### src/rtl/rmsprop_param_update_core_macros.svh
// assertion macros for the rmsprop update core
// no dependencies
`ifndef RMSPROP_PARAM_UPDATE_CORE_MACROS_SVH
`define RMSPROP_PARAM_UPDATE_CORE_MACROS_SVH
// plain implication check under reset
`define RPU_ASSERT(label, ante, cons) \
  label: assert property (@(posedge clk) disable iff (rst) (ante) |-> (cons)) \
    else $error("rpu check failed");
// next-cycle implication check under reset
`define RPU_ASSERT_NEXT(label, ante, cons) \
  label: assert property (@(posedge clk) disable iff (rst) (ante) |=> (cons)) \
    else $error("rpu check failed");
`endif

### src/rtl/rpu_isqrt.sv
// pipelined integer square root, one result bit per stage
// no dependencies
module rpu_isqrt (
  input  logic        clk,
  input  logic        rst,
  input  logic        en,
  input  logic [63:0] din,
  output logic [31:0] root
);
  // stage k: remainder and partial root after k bits
  logic [63:0] rem [0:32];
  logic [31:0] rt  [0:32];
  logic [63:0] src [0:32];

  assign rem[0] = '0;
  assign rt[0]  = '0;
  assign src[0] = din;

  for (genvar k = 0; k < 32; k++) begin : g_stage
    logic [63:0] trial;
    logic [63:0] rem_sh;
    logic [63:0] rem_next;
    logic [31:0] rt_next;
    always_comb begin
      rem_sh = {rem[k][61:0], src[k][63:62]};
      trial = {30'd0, rt[k], 2'b01};
      if (rem_sh >= trial) begin
        rem_next = rem_sh - trial;
        rt_next = {rt[k][30:0], 1'b1};
      end else begin
        rem_next = rem_sh;
        rt_next = {rt[k][30:0], 1'b0};
      end
    end
    if (k % 4 == 3) begin : g_reg
      logic [63:0] rem_q, src_q;
      logic [31:0] rt_q;
      always_ff @(posedge clk) begin
        if (en) begin
          rem_q <= rem_next;
          rt_q <= rt_next;
          src_q <= {src[k][61:0], 2'b00};
        end
      end
      assign rem[k+1] = rem_q;
      assign rt[k+1] = rt_q;
      assign src[k+1] = src_q;
    end else begin : g_comb
      assign rem[k+1] = rem_next;
      assign rt[k+1] = rt_next;
      assign src[k+1] = {src[k][61:0], 2'b00};
    end
  end
  assign root = rt[32];
  logic unused_rst;
  assign unused_rst = rst;
endmodule

### config.mk
export PLATFORM = sky130hd
export DESIGN_NAME = rpu_isqrt
export DESIGN_NICKNAME = d
export VERILOG_FILES = /design/src/rtl/rmsprop_param_update_core_macros.svh /design/src/rtl/rpu_isqrt.sv
export SDC_FILE = /design/constraint.sdc
export NUM_CORES = 2
export LEC_CHECK = 0
export BUFFER_PORTS_ARGS = -buffer_cell sky130_fd_sc_hd__buf_2
export CORE_MARGIN = 3
export CORE_UTILIZATION = 58
export CTS_BUF_LIST = sky130_fd_sc_hd__clkbuf_16
export CTS_CLUSTER_SIZE = 24
export DETAILED_ROUTE_END_ITERATION = 6
export PLACE_DENSITY = 0.85
export SLEW_MARGIN = 0
export SYNTH_ARGS = -nofsm -noshare
export SYNTH_HDL_FRONTEND = slang
export SYNTH_SLANG_ARGS = --single-unit
### constraint.sdc
create_clock -name clk -period 12.9 [get_ports clk]
set_input_delay 0.645 -clock clk [delete_from_list [all_inputs] [get_ports clk]]
set_output_delay 0.645 -clock clk [all_outputs]
set_load 0.01 [all_outputs]
[Word level (Yosys, flattened, before mapping)]
Cells that the tools add are included.
W data, S select, Z words.
Operators by class
  add/subtract/negate cells: 31
  magnitude comparators: 32
  multiplexer cells: 63
Operators by type and width (count)
  $mux W62: 31
  $ge A64 B10 Y1: 1
  $ge A64 B11 Y1: 1
  $ge A64 B12 Y1: 1
  $ge A64 B13 Y1: 1
  $ge A64 B14 Y1: 1
  $ge A64 B15 Y1: 1
  $ge A64 B16 Y1: 1
  $ge A64 B17 Y1: 1
  $ge A64 B18 Y1: 1
  $ge A64 B19 Y1: 1
  $ge A64 B20 Y1: 1
  $ge A64 B21 Y1: 1
  $ge A64 B22 Y1: 1
  $ge A64 B23 Y1: 1
  $ge A64 B24 Y1: 1
  $ge A64 B25 Y1: 1
  $ge A64 B26 Y1: 1
  $ge A64 B27 Y1: 1
  $ge A64 B28 Y1: 1
  $ge A64 B29 Y1: 1
  $ge A64 B3 Y1: 1
  $ge A64 B30 Y1: 1
  $ge A64 B31 Y1: 1
  other kinds (41): 72
Storage, ports and cells
  register bits: 802
  bits of input ports: 67
  output and inout port bits: 32
  logic and storage cells: 148

[Longest topological paths before layout]
  depth after elaboration: 8
  gate-level depth with buffers: 70
  mapped depth without buffers: 66

[Worst setup path after synthesis]
Ideal clock, no wire load.
  path kind: register -> register
  start point: register g_stage[23].g_reg.rem_q[52]
  end point: register g_stage[27].g_reg.rem_q[43] (data pin)
  library setup time: 0.260 ns
  arrival: 12.636 ns
  data required time: 12.640 ns
  setup slack: 0.004 ns
  cell stages (with the launch flop): 64
  buffers on the path: 9
  clock period less this slack: 12.896 ns
  path through: edfxtp_1 -> or4_1 -> or2_2 -> or4_1 -> or3b_1 -> nor3_2 -> nand2_1 -> inv_1 -> buf_2 -> buf_1 -> o21ai_0 -> ha_1 -> a21oi_1 -> o21ai_0 -> o21a_1 -> nor2_1 -> o31a_1 -> or3b_2 -> [28 not listed] -> a21o_1 -> a21oi_1 -> nor2b_1 -> o21ai_0 -> nand2b_1 -> a21oi_1 -> o21ai_0 -> a21o_1 -> a21o_1 -> o21ai_0 -> o311ai_0 -> nand3_1 -> nand3b_1 -> a21oi_1 -> nor2_1 -> nor4b_2 -> and4bb_2 -> xnor2_1
On the way
  longest elaborated chain between the ends: 8
  elaborated cells on any way between the ends: 15
  those cells by class: 4 x add/sub; 4 x order compare; 7 x mux
Ends and longest elaborated chain
  start, declared: line rpu_isqrt.sv:36  | logic [63:0] rem_q, src_q;
  start signal, assigned: line rpu_isqrt.sv:40  | rem_q <= rem_next;
  $sub A62 B26 Y62 or $ge A64 B26 Y1 (tied branches): line rpu_isqrt.sv:28, rpu_isqrt.sv:27
  $mux W62 or $mux W1 (tied branches): line rpu_isqrt.sv:27  | if (rem_sh >= trial) begin
  $sub A62 B27 Y62 or $ge A64 B27 Y1 (tied branches): line rpu_isqrt.sv:28, rpu_isqrt.sv:27
  $mux W62 or $mux W1 (tied branches): line rpu_isqrt.sv:27
  $ge A64 B28 Y1 *: line rpu_isqrt.sv:27
  $mux W1 *: line rpu_isqrt.sv:27
  named net g_stage[26].rt_next[0]: line rpu_isqrt.sv:23  | logic [31:0] rt_next;
  $sub A62 B29 Y62 or $ge A64 B29 Y1 (tied branches): line rpu_isqrt.sv:28, rpu_isqrt.sv:27
  $mux W62 *: line rpu_isqrt.sv:27
  named net g_stage[27].rem_next[43]: line rpu_isqrt.sv:22  | logic [63:0] rem_next;
  end signal, assigned: line rpu_isqrt.sv:40
  end, declared: line rpu_isqrt.sv:36
Mark *: on every way through the listed nets, which the timed path passes. The rest lies on a longest branch.
A chain may end at the register's enable or synchronous reset.

[Worst setup path in the final report]
  start point: register g_stage[19].g_reg.rt_q[0]
  end point: register g_stage[23].g_reg.rem_q[46] (data pin)
On the way
  longest elaborated chain between the ends: 8
  elaborated cells on any way between the ends: 15
  those cells by class: 4 x add/sub; 4 x order compare; 7 x mux
Ends and longest elaborated chain
  start, declared: line rpu_isqrt.sv:37  | logic [31:0] rt_q;
  start signal, assigned: line rpu_isqrt.sv:41  | rt_q <= rt_next;
  $sub A62 B22 Y62 or $ge A64 B22 Y1 (tied branches): line rpu_isqrt.sv:28, rpu_isqrt.sv:27
  $mux W62 or $mux W1 (tied branches): line rpu_isqrt.sv:27
  $sub A62 B23 Y62 or $ge A64 B23 Y1 (tied branches): line rpu_isqrt.sv:28, rpu_isqrt.sv:27
  $mux W62 or $mux W1 (tied branches): line rpu_isqrt.sv:27
  $sub A62 B24 Y62 or $ge A64 B24 Y1 (tied branches): line rpu_isqrt.sv:28, rpu_isqrt.sv:27
  $mux W62 or $mux W1 (tied branches): line rpu_isqrt.sv:27
  $sub A62 B25 Y62 or $ge A64 B25 Y1 (tied branches): line rpu_isqrt.sv:28, rpu_isqrt.sv:27
  $mux W62 *: line rpu_isqrt.sv:27
  named net g_stage[23].rem_next[46]: line rpu_isqrt.sv:22
Marked as above.

==> summary.md <==
| Metric | Value |
|---|---|
| Status | `complete, but fails checks` |
| Failing checks | `design-rule violations` |
| Final min period | `12720 ps` |
| Leak | `40.7 nW` |
| First-pass GRT wire length | `556 mm` |
| Cell count after synthesis | `11700` |
| CTS tree | `built` |
| Design Area, Final | `106000 µm²` |
| Placement Cell Area | `102000 µm²` |
| CP endpoint kind | `register` |
| Clk root buf | `clkbuf_16` |
| Max-cap viol count | `0` |
| Register area share after synthesis | `25.7%` |
| Seq cells post-synth | `802` |
| Worst-skew pair later-pin latency | `790 ps` |
| Filler cell count | `13500` |
| Clock Sinks | `802` |
| Clk_skew | `56.9 ps` |
| Total Routing Usage GR | `42.5%` |
| Clock Path Buffers | `3` |
| 1st-pass router iterations | `7` |
| Critical Path Source Type | `register` |
| Largest net degree at the start of global routing | `186` |
| Max IR drop VDD | `0.401 mV` |
| # DRC | `23` |
| Post-route ant nets | `0` |
| Core region area | `159000 µm²` |
| Setup tns final | `0 ps` |
| Antenna violations before repair | `21` |
| Netlist Area Pre-Place | `93700 µm²` |
| H-tree levels | `3` |
| YS warnings | `0` |
| Slowest-stage cell, CP | `or4b_1` |
| Data required, critical path | `13530 ps` |
| Vias | `99900` |
| Switching pwr | `0.0149 W` |
| Vias per inst | `6.83` |
| R2R cell count | `50` |
| FP Rows | `146` |
| Fin nets | `13000` |
| Comb pwr share | `75.0%` |
| Top_reg_cell synth | `edfxtp_1` |
| Final worst-path cycle share | `98.6%` |
| Share of post-route cells with drive strength above 1 | `13.2%` |
| CP peak stage delay | `670 ps` |
| Syn Area/Cell | `8.04 µm²` |
| DIE AREA | `166000 µm²` |
| WP data arrival | `13350 ps` |
| RR Endpoint | `g_stage[23].g_reg.rem_q[46]` |
| Number of global-route vias before repair | `92800` |
| Post-synth cell types | `125` |
| Area delta synth->final | `13.4%` |
| Die height | `408 µm` |
| Final Max Tran Viols | `0` |
| Fmax | `0.0786 GHz` |
| Final hold violation count | `0` |
| Routability Congestion | `1.10` |
| Detailed Place HPWL | `300 mm` |
| Worst-Margin Slew | `1190 ps` |
| Max_slew headroom | `20.5%` |
| Async set-reset flop share out of synthesis | `0%` |
| I/O pin count | `99` |
| RR Startpoint | `g_stage[19].g_reg.rt_q[0]` |
| PD cells | `269 nW/µm²` |
| Number of synthesized flops with an enable pin | `802` |
| Starting Density | `58.8%` |
| Setup crit start | `g_stage[19].g_reg.rt_q[0]` |
| Int Pwr | `0.0137 W` |
| WL/cell | `25.5 µm` |
| Drt total wl | `373 mm` |
| CP max FO | `31` |
| Hold Path Depth | `1` |
| R2r setup slk | `180 ps` |
| Hold Path Class | `primary input to register` |
| Multi-input combinational cell area | `66800 µm²` |
| Reg clk slew, reported paths | `70 ps` |
| Reg power frac | `15.4%` |
| Most common cell on crit path | `buf_4` |
| Num CTS Buffers | `91` |
| Hold Path End | `g_stage[3].g_reg.src_q[48]` |
| Overflow after GRT | `0` |
| Die width | `408 µm` |
| Iteration-0 DRC Markers | `13700` |
| Hold wc startpoint | `din[40]` |
| FF/Latch Area | `24100 µm²` |
| Worst Setup Path Type | `register to register` |
| Final core occ | `66.6%` |
| PortBufs | `97` |
| Part of the power in the clock network | `9.6%` |
| Switching Share | `52.1%` |
| Final setup fails | `0` |
==> timing repair <==
| action | 4_1_cts | 5_1_grt |
|---|---|---|
| gates cloned | 0 | 2 |
| hold endpoints to repair | 8 | 0 |
| hold buffers | 8 | 0 |
| buffers inserted | 0 | 28 |
| endpoints found under the setup margin | 8 | 248 |
| resized for setup | 7 | 127 |
| pin swaps | 0 | 18 |
==> layout make-up <==
type	count	share of cell area [%]
Timing Repair Buffer	1068	7.55
Sequential cell	802	22.7
Tap cell	2146	2.53
Multi-Input combinational cell	9999	62.8
Inverter	434	1.54
Clock inverter	74	0.717
Clock buffer	91	2.14
Antenna cell	6	0.0141
==> worst max-delay path by stage <==
stage | slack (ps) | endpoint
2_1_floorplan | 4 | g_stage[27].g_reg.rem_q[43]
3_3_place_gp | 170 | root[0]
3_5_place_dp | -40 | root[0]
4_1_cts | 60 | g_stage[27].g_reg.rem_q[49]
5_1_grt | -150 | root[0]
6_report | 180 | g_stage[23].g_reg.rem_q[46]
==> placed cells by master, fill, tap and decap left out, types with 108 or more instances in the layout <==
cell | Yosys | routed
buf_4 | 13 | 941
or4_1 | 148 | 147
a31oi_1 | 109 | 108
nand4_1 | 284 | 284
and2_1 | 133 | 133
or2_2 | 111 | 111
nor3_1 | 418 | 412
nor2b_1 | 109 | 108
nor4_1 | 219 | 208
or3_1 | 188 | 188
edfxtp_1 | 802 | 802
a211oi_1 | 130 | 127
and3_1 | 146 | 146
a21oi_1 | 862 | 846
xor2_1 | 512 | 507
o21ai_0 | 590 | 570
nor2_1 | 1129 | 1126
inv_1 | 417 | 424
ha_1 | 564 | 561
xnor2_1 | 882 | 878
nand3_1 | 424 | 422
nand2b_1 | 138 | 138
nand2_1 | 958 | 957
a21o_1 | 347 | 347
==> cell families after synthesis <==
family / synth area share (%)
compound gates: 21.4
xor+xnor: 13.1
fa+ha+maj: 7.53
buf+inv: 3.66
flops: 25.7
mux: 1.08
other cells: 0.00400
simple gates: 27.5
==> metrics by stage <==
stage	hold WS, ps	std cells	worst slack [ps]	power, W
5_1_grt	33.5	14600	-147	0.0302
2_1_floorplan	400	11700	4.00	0.0174
3_5_place_dp	405	14400	-40.1	0.0245
6_report	47.8	14600	184	0.0286
3_3_place_gp	400	14400	166	0.0242
4_1_cts	6.78	14600	59.3	0.0275
==> flip-flops by register name (all words and copies together) (netlist names) <==
signal               cells
g_stage.g_reg.rt_q     112
root                    32
g_stage.g_reg.rem_q    434
g_stage.g_reg.src_q    224
==> power groups by stage <==
stage	clock network [W]	registers, W	logic [W]
5_1_grt	0.00287	0.00441	0.0229
2_1_floorplan	0	0.00402	0.0134
6_report	0.00274	0.00440	0.0214
4_1_cts	0.00276	0.00436	0.0203
3_5_place_dp	0	0.00439	0.0202
3_3_place_gp	0	0.00439	0.0198
==> metal layers <==
layer  GRT usage [%]  vias up  part of all wire (%)
li1                -    45300                     -
met1            54.1    47000                    38
met2            65.5     6207                    43
met3            10.4     1430                    12
met4            24.4       18                   7.0
met5               0        -                 0.039
==> Yosys cell counts, types with 47 or more instances <==
cell	number	area share, %
ha_1	564	7.5
a211oi_1	130	1.0
o21bai_1	98	0.78
or3_1	188	1.3
nor4b_1	47	0.44
nor3b_1	63	0.50
nand4_1	284	1.9
nand2_1	958	3.8
and3_1	146	0.97
mux2_2	63	0.76
xor2_1	512	4.8
a21boi_0	47	0.38
nand4b_1	54	0.50
a21oi_1	862	4.6
or2_2	111	0.74
inv_1	417	1.7
o21ai_0	590	3.2
o31ai_1	101	0.81
a21o_1	347	2.8
nand3b_1	55	0.44
and4_1	71	0.66
nand3_1	424	2.3
buf_2	64	0.34
clkbuf_1	308	1.2
nor2b_1	109	0.73
or4_1	148	1.2
nor2_1	1129	4.5
o211ai_1	101	0.81
and2_1	133	0.89
o2111ai_1	50	0.47
o21a_1	99	0.79
edfxtp_1	802	26
xnor2_1	882	8.2
nor4_1	219	1.5
nand2b_1	138	0.92
a31oi_1	109	0.73
nor3_1	418	2.2
==> critical path, delay by kind of cell (launching register included) <==
| kind | cells | cell delay [ps] |
|---|---|---|
| buffers and inverters | 10 | 1780 |
| and+or+nand+nor | 19 | 4310 |
| muxes | 1 | 340 |
| DFF | 1 | 510 |
| adders and majority gates | 4 | 1450 |
| AOI/OAI and AO/OA | 14 | 3630 |
| xor gates and xnor gates | 2 | 510 |
(Power assumes the default switching activity.)
